==> config.mk <==
export PLATFORM = sky130hd
export DESIGN_NAME = dali_forward_frame_transmitter
export DESIGN_NICKNAME = d
export VERILOG_FILES = /design/src/hw/rtl/dfft_pkg.sv /design/src/hw/rtl/dali_forward_frame_transmitter.sv /design/src/hw/rtl/dfft_front.sv /design/src/hw/rtl/dfft_back.sv
export SDC_FILE = /design/constraint.sdc
export NUM_CORES = 1
export LEC_CHECK = 0
export ABC_CLOCK_PERIOD_IN_PS = 5900
export BUFFER_PORTS_ARGS = -buffer_cell sky130_fd_sc_hd__buf_2
export CAP_MARGIN = 10
export CORE_MARGIN = 2
export CORE_UTILIZATION = 40
export DETAILED_ROUTE_END_ITERATION = 8
export GPL_ROUTABILITY_DRIVEN = 0
export GPL_TIMING_DRIVEN = 0
export MAX_ROUTING_LAYER = met4
export PLACE_DENSITY = 0.65
export SYNTH_ARGS = -nofsm -noshare
export SYNTH_HDL_FRONTEND = slang
export SYNTH_SLANG_ARGS = --single-unit
==> constraint.sdc <==
create_clock -name clk -period 5.9 [get_ports clk]
set_clock_uncertainty 0.2 [all_clocks]
set_input_delay 0.59 -clock clk [delete_from_list [all_inputs] [get_ports clk]]
set_output_delay 0.59 -clock clk [all_outputs]
set_load 0.02 [all_outputs]
==> src/hw/rtl/dfft_pkg.sv <==
// Shared types and constants for the forward frame transmitter.
// No dependencies; imported by every module of the block.
`default_nettype none
package dfft_pkg;

  localparam int CMD_W      = 16;
  localparam int CMD_IDX_W  = $clog2(CMD_W);
  localparam int FRAME_BITS = 16;
  localparam int CNT_W      = 6;
  localparam int STOP_W     = 4;
  localparam int QUEUE_DEPTH = 2;
  localparam int QPTR_W     = $clog2(QUEUE_DEPTH);
  localparam int QCNT_W     = $clog2(QUEUE_DEPTH + 1);

  localparam logic [STOP_W-1:0] STOP_RESET      = STOP_W'(4);
  localparam logic [CNT_W:0]    START_HALF_BITS = (CNT_W+1)'(2);
  localparam logic [CNT_W:0]    DATA_HALF_BITS  = (CNT_W+1)'(2 * FRAME_BITS);

  localparam logic REQ_TICK = 1'b0;
  localparam logic REQ_LOAD = 1'b1;

  typedef enum logic {
    OP_TICK = 1'b0,
    OP_LOAD = 1'b1
  } op_kind_t;

  typedef enum logic [1:0] {
    PH_IDLE  = 2'd0,
    PH_START = 2'd1,
    PH_STOP  = 2'd2,
    PH_DATA  = 2'd3
  } phase_t;

  typedef struct packed {
    op_kind_t         kind;
    logic [CMD_W-1:0] command;
  } op_t;

endpackage
`default_nettype wire

==> src/hw/rtl/dali_forward_frame_transmitter.sv <==
// Top level of the forward frame Manchester transmitter.
// Instantiates dfft_front and dfft_back; depends on dfft_pkg.
//
// Usage:
//   Input channel (in_valid/in_ready): each word is either a half-bit tick
//   (in_req_type = 0) or a load (in_req_type = 1) carrying in_command.
//   A load starts a frame when idle; a load during a frame is refused and
//   reported with out_accepted = 0. Each tick drives one half-bit: start bit
//   one, FRAME_BITS data bits MSB first, then the configured number of low
//   stop half-bits. Bit 0 goes low then high, bit 1 high then low.
//   Result channel (out_valid/out_ready): exactly one result word per input
//   word, in order, with the line level, busy flag, accept flag and a
//   frame-end flag on the last stop half-bit.
//   Config channel (cfg_valid/cfg_ready): writes the stop length; always
//   ready; write only while the block is idle.
// Timing:
//   An accepted word passes through the two-entry front queue and then the
//   sequencer's output register before it appears on the result channel.
//   Throughput is one word per cycle while the receiver does not stall.
//   When the receiver stalls, the output register holds, the queue fills,
//   and in_ready drops once both entries are taken.
// Reset:
//   Synchronous, active low: line low, idle, queue empty, stop length 4.
`default_nettype none
module dali_forward_frame_transmitter (
  input  wire                         clk,
  input  wire                         rst_n,
  input  wire                         cfg_valid,
  output logic                        cfg_ready,
  input  wire  [dfft_pkg::STOP_W-1:0] cfg_stop_half_bits,
  input  wire                         in_valid,
  output logic                        in_ready,
  input  wire                         in_req_type,
  input  wire  [dfft_pkg::CMD_W-1:0]  in_command,
  output logic                        out_valid,
  input  wire                         out_ready,
  output logic                        out_line_level,
  output logic                        out_busy_res,
  output logic                        out_accepted,
  output logic                        out_frame_end
);
  import dfft_pkg::*;

  // Queue between front and back.
  logic q_valid;
  logic q_ready;
  op_t  q_op;

  dfft_front u_front (
    .clk         (clk),
    .rst_n       (rst_n),
    .in_valid    (in_valid),
    .in_ready    (in_ready),
    .in_req_type (in_req_type),
    .in_command  (in_command),
    .q_valid     (q_valid),
    .q_ready     (q_ready),
    .q_op        (q_op)
  );

  dfft_back u_back (
    .clk                (clk),
    .rst_n              (rst_n),
    .cfg_valid          (cfg_valid),
    .cfg_ready          (cfg_ready),
    .cfg_stop_half_bits (cfg_stop_half_bits),
    .q_valid            (q_valid),
    .q_ready            (q_ready),
    .q_op               (q_op),
    .out_valid          (out_valid),
    .out_ready          (out_ready),
    .out_line_level     (out_line_level),
    .out_busy_res       (out_busy_res),
    .out_accepted       (out_accepted),
    .out_frame_end      (out_frame_end)
  );

endmodule
`default_nettype wire

==> src/hw/rtl/dfft_front.sv <==
// Front end: accepts input words, classifies them into tick or load ops
// and holds them in a two-entry queue. Depends on dfft_pkg.
`default_nettype none
module dfft_front (
  input  wire                        clk,
  input  wire                        rst_n,
  input  wire                        in_valid,
  output logic                       in_ready,
  input  wire                        in_req_type,
  input  wire  [dfft_pkg::CMD_W-1:0] in_command,
  output logic                       q_valid,
  input  wire                        q_ready,
  output dfft_pkg::op_t              q_op
);
  import dfft_pkg::*;

  op_t               slot_r [QUEUE_DEPTH];
  logic [QPTR_W-1:0] wr_ptr_r;
  logic [QPTR_W-1:0] rd_ptr_r;
  logic [QCNT_W-1:0] count_r;
  op_t               op_in;
  logic              push;
  logic              pop;

  // Classify: ticks carry no command.
  always_comb begin
    if (in_req_type == REQ_LOAD) begin
      op_in.kind    = OP_LOAD;
      op_in.command = in_command;
    end else begin
      op_in.kind    = OP_TICK;
      op_in.command = '0;
    end
  end

  assign in_ready = (count_r != QCNT_W'(QUEUE_DEPTH));
  assign q_valid  = (count_r != '0);
  assign q_op     = slot_r[rd_ptr_r];
  assign push     = in_valid && in_ready;
  assign pop      = q_valid && q_ready;

  always_ff @(posedge clk) begin
    if (push) begin
      slot_r[wr_ptr_r] <= op_in;
    end
  end

  always_ff @(posedge clk) begin
    if (!rst_n) begin
      wr_ptr_r <= '0;
      rd_ptr_r <= '0;
      count_r  <= '0;
    end else begin
      if (push) begin
        wr_ptr_r <= wr_ptr_r + QPTR_W'(1);
      end
      if (pop) begin
        rd_ptr_r <= rd_ptr_r + QPTR_W'(1);
      end
      if (push && !pop) begin
        count_r <= count_r + QCNT_W'(1);
      end else if (pop && !push) begin
        count_r <= count_r - QCNT_W'(1);
      end
    end
  end

  a_count_bound: assert property (@(posedge clk) disable iff (!rst_n)
    count_r <= QCNT_W'(QUEUE_DEPTH))
    else $error("queue count past depth");

endmodule
`default_nettype wire

==> src/hw/rtl/dfft_back.sv <==
// Back end: frame sequencer that executes queued ops, holds the stop length
// register and the registered result word. Depends on dfft_pkg.
`default_nettype none
module dfft_back (
  input  wire                         clk,
  input  wire                         rst_n,
  input  wire                         cfg_valid,
  output logic                        cfg_ready,
  input  wire  [dfft_pkg::STOP_W-1:0] cfg_stop_half_bits,
  input  wire                         q_valid,
  output logic                        q_ready,
  input  dfft_pkg::op_t               q_op,
  output logic                        out_valid,
  input  wire                         out_ready,
  output logic                        out_line_level,
  output logic                        out_busy_res,
  output logic                        out_accepted,
  output logic                        out_frame_end
);
  import dfft_pkg::*;

  phase_t            phase_r, phase_nxt;
  logic [CNT_W-1:0]  count_r, count_nxt;
  logic [CMD_W-1:0]  frame_word_r, frame_word_nxt;
  logic              line_r, line_nxt;
  logic [STOP_W-1:0] stop_r;
  logic              out_valid_r;
  logic              out_line_r, out_busy_r, out_acc_r, out_fend_r;
  logic              acc_nxt, fend_nxt;
  logic              q_fire;
  logic              sub;
  logic [CNT_W:0]    cnt_inc;
  logic [CNT_W-1:0]  pos;
  logic              data_bit;

  assign cfg_ready = 1'b1;
  assign q_ready   = !out_valid_r || out_ready;
  assign q_fire    = q_valid && q_ready;

  assign sub     = count_r[0];
  assign cnt_inc = {1'b0, count_r} + (CNT_W+1)'(1);
  assign pos     = CNT_W'(FRAME_BITS - 1) - {1'b0, count_r[CNT_W-1:1]};
  assign data_bit = (pos < CNT_W'(CMD_W)) ? frame_word_r[pos[CMD_IDX_W-1:0]] : 1'b0;

  always_ff @(posedge clk) begin
    if (!rst_n) begin
      phase_r      <= PH_IDLE;
      count_r      <= '0;
      frame_word_r <= '0;
      line_r       <= 1'b0;
      stop_r       <= STOP_RESET;
      out_valid_r  <= 1'b0;
    end else begin
      phase_r      <= phase_nxt;
      count_r      <= count_nxt;
      frame_word_r <= frame_word_nxt;
      line_r       <= line_nxt;
      if (cfg_valid && cfg_ready) begin
        stop_r <= cfg_stop_half_bits;
      end
      if (q_fire) begin
        out_valid_r <= 1'b1;
      end else if (out_ready) begin
        out_valid_r <= 1'b0;
      end
    end
  end

  always_ff @(posedge clk) begin
    if (q_fire) begin
      out_line_r <= line_nxt;
      out_busy_r <= (phase_nxt != PH_IDLE);
      out_acc_r  <= acc_nxt;
      out_fend_r <= fend_nxt;
    end
  end

  always_comb begin
    phase_nxt      = phase_r;
    count_nxt      = count_r;
    frame_word_nxt = frame_word_r;
    line_nxt       = line_r;
    acc_nxt        = 1'b0;
    fend_nxt       = 1'b0;
    if (q_fire) begin
      case (q_op.kind)
        OP_LOAD: begin
          // Refuse while a frame is on the line; the result reports out_accepted = 0.
          if (phase_r == PH_IDLE) begin
            frame_word_nxt = q_op.command;
            phase_nxt      = PH_START;
            count_nxt      = '0;
            acc_nxt        = 1'b1;
          end
        end
        default: begin
          case (phase_r)
            PH_IDLE: begin
              line_nxt = 1'b0;
            end
            PH_START: begin
              line_nxt  = ~sub;
              count_nxt = cnt_inc[CNT_W-1:0];
              if (cnt_inc >= START_HALF_BITS) begin
                phase_nxt = PH_DATA;
                count_nxt = '0;
              end
            end
            PH_DATA: begin
              line_nxt  = data_bit ^ sub;
              count_nxt = cnt_inc[CNT_W-1:0];
              if (cnt_inc >= DATA_HALF_BITS) begin
                phase_nxt = PH_STOP;
                count_nxt = '0;
              end
            end
            default: begin
              // Stop phase; a zero stop length ends after one half-bit.
              line_nxt  = 1'b0;
              count_nxt = cnt_inc[CNT_W-1:0];
              if (cnt_inc >= (CNT_W+1)'(stop_r)) begin
                phase_nxt = PH_IDLE;
                count_nxt = '0;
                fend_nxt  = 1'b1;
              end
            end
          endcase
        end
      endcase
    end
  end

  assign out_valid      = out_valid_r;
  assign out_line_level = out_line_r;
  assign out_busy_res   = out_busy_r;
  assign out_accepted   = out_acc_r;
  assign out_frame_end  = out_fend_r;

  a_fend_idle: assert property (@(posedge clk) disable iff (!rst_n)
    out_valid_r && out_fend_r |-> !out_busy_r && !out_acc_r)
    else $error("frame end reported while still busy");

  a_acc_busy: assert property (@(posedge clk) disable iff (!rst_n)
    out_valid_r && out_acc_r |-> out_busy_r)
    else $error("accepted load without busy");

  a_idle_low: assert property (@(posedge clk) disable iff (!rst_n)
    out_valid_r && !out_busy_r |-> !out_line_r)
    else $error("line high while idle");

endmodule
`default_nettype wire
## Yosys cells after proc, flatten, opt, wreduce, memory -nomap -nowiden

Memories as Yosys holds them, arrays and structs flattened. A register that Yosys moved wholly into a read port is not among the register bits.
Cells that the tools add are included.
Widths: inputs -> output; s select.

- Flip-flop bits (word level): 38
- Memory bits (writable): 34
- Input port bits: 26
- Word-level logic and storage cells: 78
- Memories: 1

Memory list:

| name | words | width | read ports | clocked after Yosys merged registers in | write ports | line | source |
|---|---|---|---|---|---|---|---|
| u_front.slot_r | 2 | 17 | 1 | 1 | 1 | dfft_front.sv:17 | `op_t slot_r [QUEUE_DEPTH];` |

- Bitwise logic cells: 2
- Muxes and demuxes: 30
- $add $sub $neg: 6
- Order comparisons: 5
- Reductions and logical operators: 16
- Equal/unequal tests: 5

Operator list:

| cell | count |
|---|---|
| $mux 6 | 5 |
| $pmux 6 s3 | 1 |
| $mux 17 | 1 |
| $mux 2 | 8 |
| $mux 1 | 12 |
| $reduce_bool 2->1 | 4 |
| $add 6x1->7 const B | 1 |
| $ge 7x2->1 const B | 1 |
| $ge 7x4->1 | 1 |
| $ge 7x6->1 const B | 1 |
| $lt 6x5->1 const B | 1 |
| $pmux 2 s3 | 1 |
| $reduce_and 3->1 | 2 |
| $sub 4x5->6 const A | 1 |
| $lt 4x5->1 const B | 1 |
| $bmux 1 s4 | 1 |
| $logic_and 1x1->1 | 4 |
| $ne 2x2->1 const B | 2 |
| $reduce_or 4->1 | 1 |
| $logic_not 1->1 | 3 |
| $add 1x1->1 const B | 2 |
| $add 2x1->2 const B | 1 |
| $eq 2x1->1 const B | 1 |
| $eq 2x2->1 const B | 1 |
| other kinds (7) | 7 |

## Depth between registers and ports, before layout

- Depth in word-level cells: 8
- Gate-level depth with buffers: 10

## Cells and area by module

Synthesis repeated with hierarchy kept, for this count alone.

- Cell total of the unflattened synthesis: 296
- Area, all modules: 3393.3 um^2

Modules (own cells, without submodules):

| module | instances | area each (um^2) | cells each |
|---|---|---|---|
| dfft_back | 1 | 1821.7 | 202 |
| dfft_front | 1 | 1571.5 | 94 |

## Worst setup path before layout

No wires, ideal clock.

- Path kind: register to register
- From: register with a tool-made name
- To: register u_back.count_r[2]
- Setup slack: 3.219 ns
- Stages on the path, launching flop included: 10
- Path buffers: 2
- Arrival time: 2.390 ns
- Period minus slack after synthesis: 2.681 ns
- Setup time: 0.091 ns
- Cell sequence: dfxtp_1 -> clkbuf_1 -> mux2i_1 -> inv_2 -> ha_1 -> or3_1 -> clkbuf_1 -> nor4_1 -> a21oi_1 -> a311oi_1

RTL lines:

| what | line | source |
|---|---|---|
| to (signal assigned) | dfft_back.sv:55 | `count_r <= count_nxt;` |
| to (decl) | dfft_back.sv:23 | `logic [CNT_W-1:0] count_r, count_nxt;` |

==> flow_summary.ini <==
[min_path]
hold_start = cfg_stop_half_bits[2]
whs_path_depth = 3
hold_path_end = u_back.stop_r[2]$_SDFFE_PN1P_
min-delay-path-class = in2reg

[routing]
post_drt_via_cell_ratio = 5.08
drc = 0
num_vias = 2245
drtIter0Drc = 100
antenna_left = 0
first_pass_iters = 4
wl_per_cell_um = 13.9
wirelength_mm = 6.16

[pwr]
p_sw_share_pct = 33.1
p_comb_share_pct = 30.9
clockPowerShare_pct = 23.9
seq_power_share_pct = 45.2
pwr_density_cell_nw_per_um2 = 415
p_sw_mw = 0.525
p_leak_nw = 1.45
p_int_mw = 1.06
ir_worst_vdd_uv = 191

[timing]
final.setup.tns_ns = 0
setup_violations = 0
maxSlewHeadroom_pct = 45.6
timing.fmax_mhz = 309
fin_worst_hold_slack_ns = 0.269
report.final.hold_viol_count = 0
post-route-min-period_ns = 3.23
worstMarginPinSlew_ns = 0.816
finalCritPeriodShare_pct = 54.8
rsz0062_at_grt = no
worst_slack_ns = 2.67
maxSlewViolCount = 0

[floorplan]
rows = 33
dieArea_um2 = 9100
die_w_um = 95.4
start_util_pct = 40.9
die_y_um = 95.4
core-area_um2 = 8180
io_pins = 33

[cts]
hold_buffers = 0
htree_levels = 3
clk_pin_slew_ns = 0.08
postCtsSetupRepairBufs = 0
cts_buffers = 9
cts_tree = yes
clk_path_buf_depth = 2
cts_resized = 0
cts.sink_count = 73
cts_root_buf = clkbuf_8
clock_latency_ns = 0.34

[global_route]
antenna_found_initial = 0
grt_pass1_wl_mm = 10.5
grt_pass1_vias = 2267
overflow = 0
grt_util_all_layers_pct = 15.7
grt_max_degree = 18

[worst_setup_path]
startpoint_type = register
cpMostUsedCell = clkbuf_1
crit_chain = clkbuf_1 -> mux2i_1 -> inv_2 -> ha_1 -> or3_1 -> clkbuf_1 -> nor4_1 -> a21oi_1 -> a311oi_1
critical_path_buf_inv_count = 3
end_kind = register
crit_family = buffers and inverters
crit_slowest_cell = mux2i_1
r2r_slack_ns = 2.67
slowest_delay_ns = 0.62
criticalPathCategory = reg2reg
worstRegToRegCells = 9
cp.arrival_ns = 3.29
timing.rr.end = u_back.count_r[2]$_SDFFE_PN0P_
cp.required_ns = 5.96
crit_path_max_fanout = 8

[placement]
dp_cells = 426
dp_hpwl_mm = 4.31
place_ws_ns = 2.68
io_buffers = 30

[synthesis]
ys_ff_latch = 73
synth_area_leaders = edfxtp_1 (34%), dfxtp_1 (21%), mux2i_1 (6.0%)
syn_nets = 328
yosysTopAreaCellShare_pct = 34.1
syn_inst = 290
syn_area_um2 = 3340
avgSynthCellArea_um2 = 11.5
ys_seq_area_share_pct = 55.1
synth-warning-count = 0
synthDistinctLibCells = 50
yosys.area.top_type = edfxtp_1

[final_layout]
layout-drive-gt1-share_pct = 18.1
mostFrequentLayoutCells = edfxtp_1 (38), nor2_1 (36), dfxtp_1 (35), buf_2 (32)
n_antenna_cell = 0
area_delta_synth_final_pct = 14.5
final_common_cell = edfxtp_1
final_nets = 370
fin_cells = 442
fin_util_pct = 46.8

[job]
drv_cap = 0

[outcome]
status = finished clean
[area by class of cell]
class / count / area (um2)
fill: 790 / 4350
sequential: 73 / 1840
timing repair buffer: 31 / 165
clock buffer: 11 / 131
tap: 105 / 131
inverter: 11 / 41.3
buffer: 18 / 100
multi-input combinational: 188 / 1360
clock inverter: 5 / 55.1
[per-stage QoR]
stage	cell area [um2]	total power, mW
floorplan	3340	1.09
global placement	3620	1.20
detailed placement	3640	1.22
CTS	3830	1.60
global route	3830	1.70
finish	3830	1.59
[power groups by stage]
| stage | Combinational (mW) | Clock [mW] | Sequential [mW] |
|---|---|---|---|
| final | 0.490 | 0.380 | 0.718 |
| after global routing | 0.558 | 0.409 | 0.732 |
| after CTS | 0.496 | 0.385 | 0.719 |
| after detailed placement | 0.494 | 0 | 0.730 |
| after global placement | 0.476 | 0 | 0.727 |
| after floorplan | 0.351 | 0 | 0.738 |
[state kept, by name (all words and copies together) (netlist names), 2 cells and up, named ones only]
signal,flops
u_back.count_r,6
u_back.frame_word_r,16
u_back.phase_r,2
u_back.stop_r,4
u_front.count_r,2
u_front.slot_r,34
[worst max-delay path by stage]
| stage | from | end | slack (ns) | cells past startpoint |
|---|---|---|---|---|
| after floorplan | register | u_back.count_r[2]$_SDFFE_PN0P_ | 3.22 | 9 |
| after global placement | register | u_back.count_r[2]$_SDFFE_PN0P_ | 2.70 | 9 |
| after detailed placement | register | u_back.count_r[2]$_SDFFE_PN0P_ | 2.68 | 9 |
| after CTS | register | u_back.count_r[2]$_SDFFE_PN0P_ | 2.64 | 9 |
| after global routing | register | u_back.count_r[2]$_SDFFE_PN0P_ | 2.30 | 9 |
| final | register | u_back.count_r[2]$_SDFFE_PN0P_ | 2.67 | 9 |
[cell usage after synthesis, drive strengths merged]
library cell / instances
nand3: 1
xor2: 5
nand2: 11
mux4: 5
and4b: 1
ha: 12
and3: 3
nor2: 37
xnor2: 2
nor3: 6
buf: 9
nor4: 4
a221oi: 1
and4: 1
inv: 11
clkbuf: 9
conb: 1
o21bai: 1
nand2b: 2
o221ai: 1
dfxtp: 35
a311oi: 3
a31oi: 3
a211oi: 16
a211o: 1
o21a: 1
and2: 20
or3: 2
or2: 1
a2111oi: 1
o32ai: 1
o22ai: 2
nand3b: 1
o21ai: 8
mux2i: 20
edfxtp: 38
o211ai: 4
o41ai: 1
a21oi: 7
nor2b: 2
[worst reg2reg max path, cell delays in order (launching register included)]
cell,delay [ns]
dfxtp_1,0.31
clkbuf_1,0.43
mux2i_1,0.62
inv_2,0.18
ha_1,0.36
or3_1,0.37
clkbuf_1,0.18
nor4_1,0.20
a21oi_1,0.07
a311oi_1,0.25
[cell families after synthesis]
kind of cell / after synthesis / synth area share, %
simple gates: 92 / 13.7
xor+xnor: 7 / 2.06
compound gates: 51 / 10.6
flops: 73 / 55.1
other cells: 1 / 0.112
buf+inv: 29 / 4.23
mux: 25 / 9.69
fa+ha+maj: 12 / 4.49
[per-layer routing]
layer / routed length [um] / global-route usage, % / part of all wire (%)
met5: 0 / - / 0
met2: 2940 / 25.9 / 48
met4: 90 / 6.31 / 1.5
met3: 318 / 4.35 / 5.2
met1: 2810 / 18.3 / 46
Note: power is estimated with default switching activity, not from simulation.
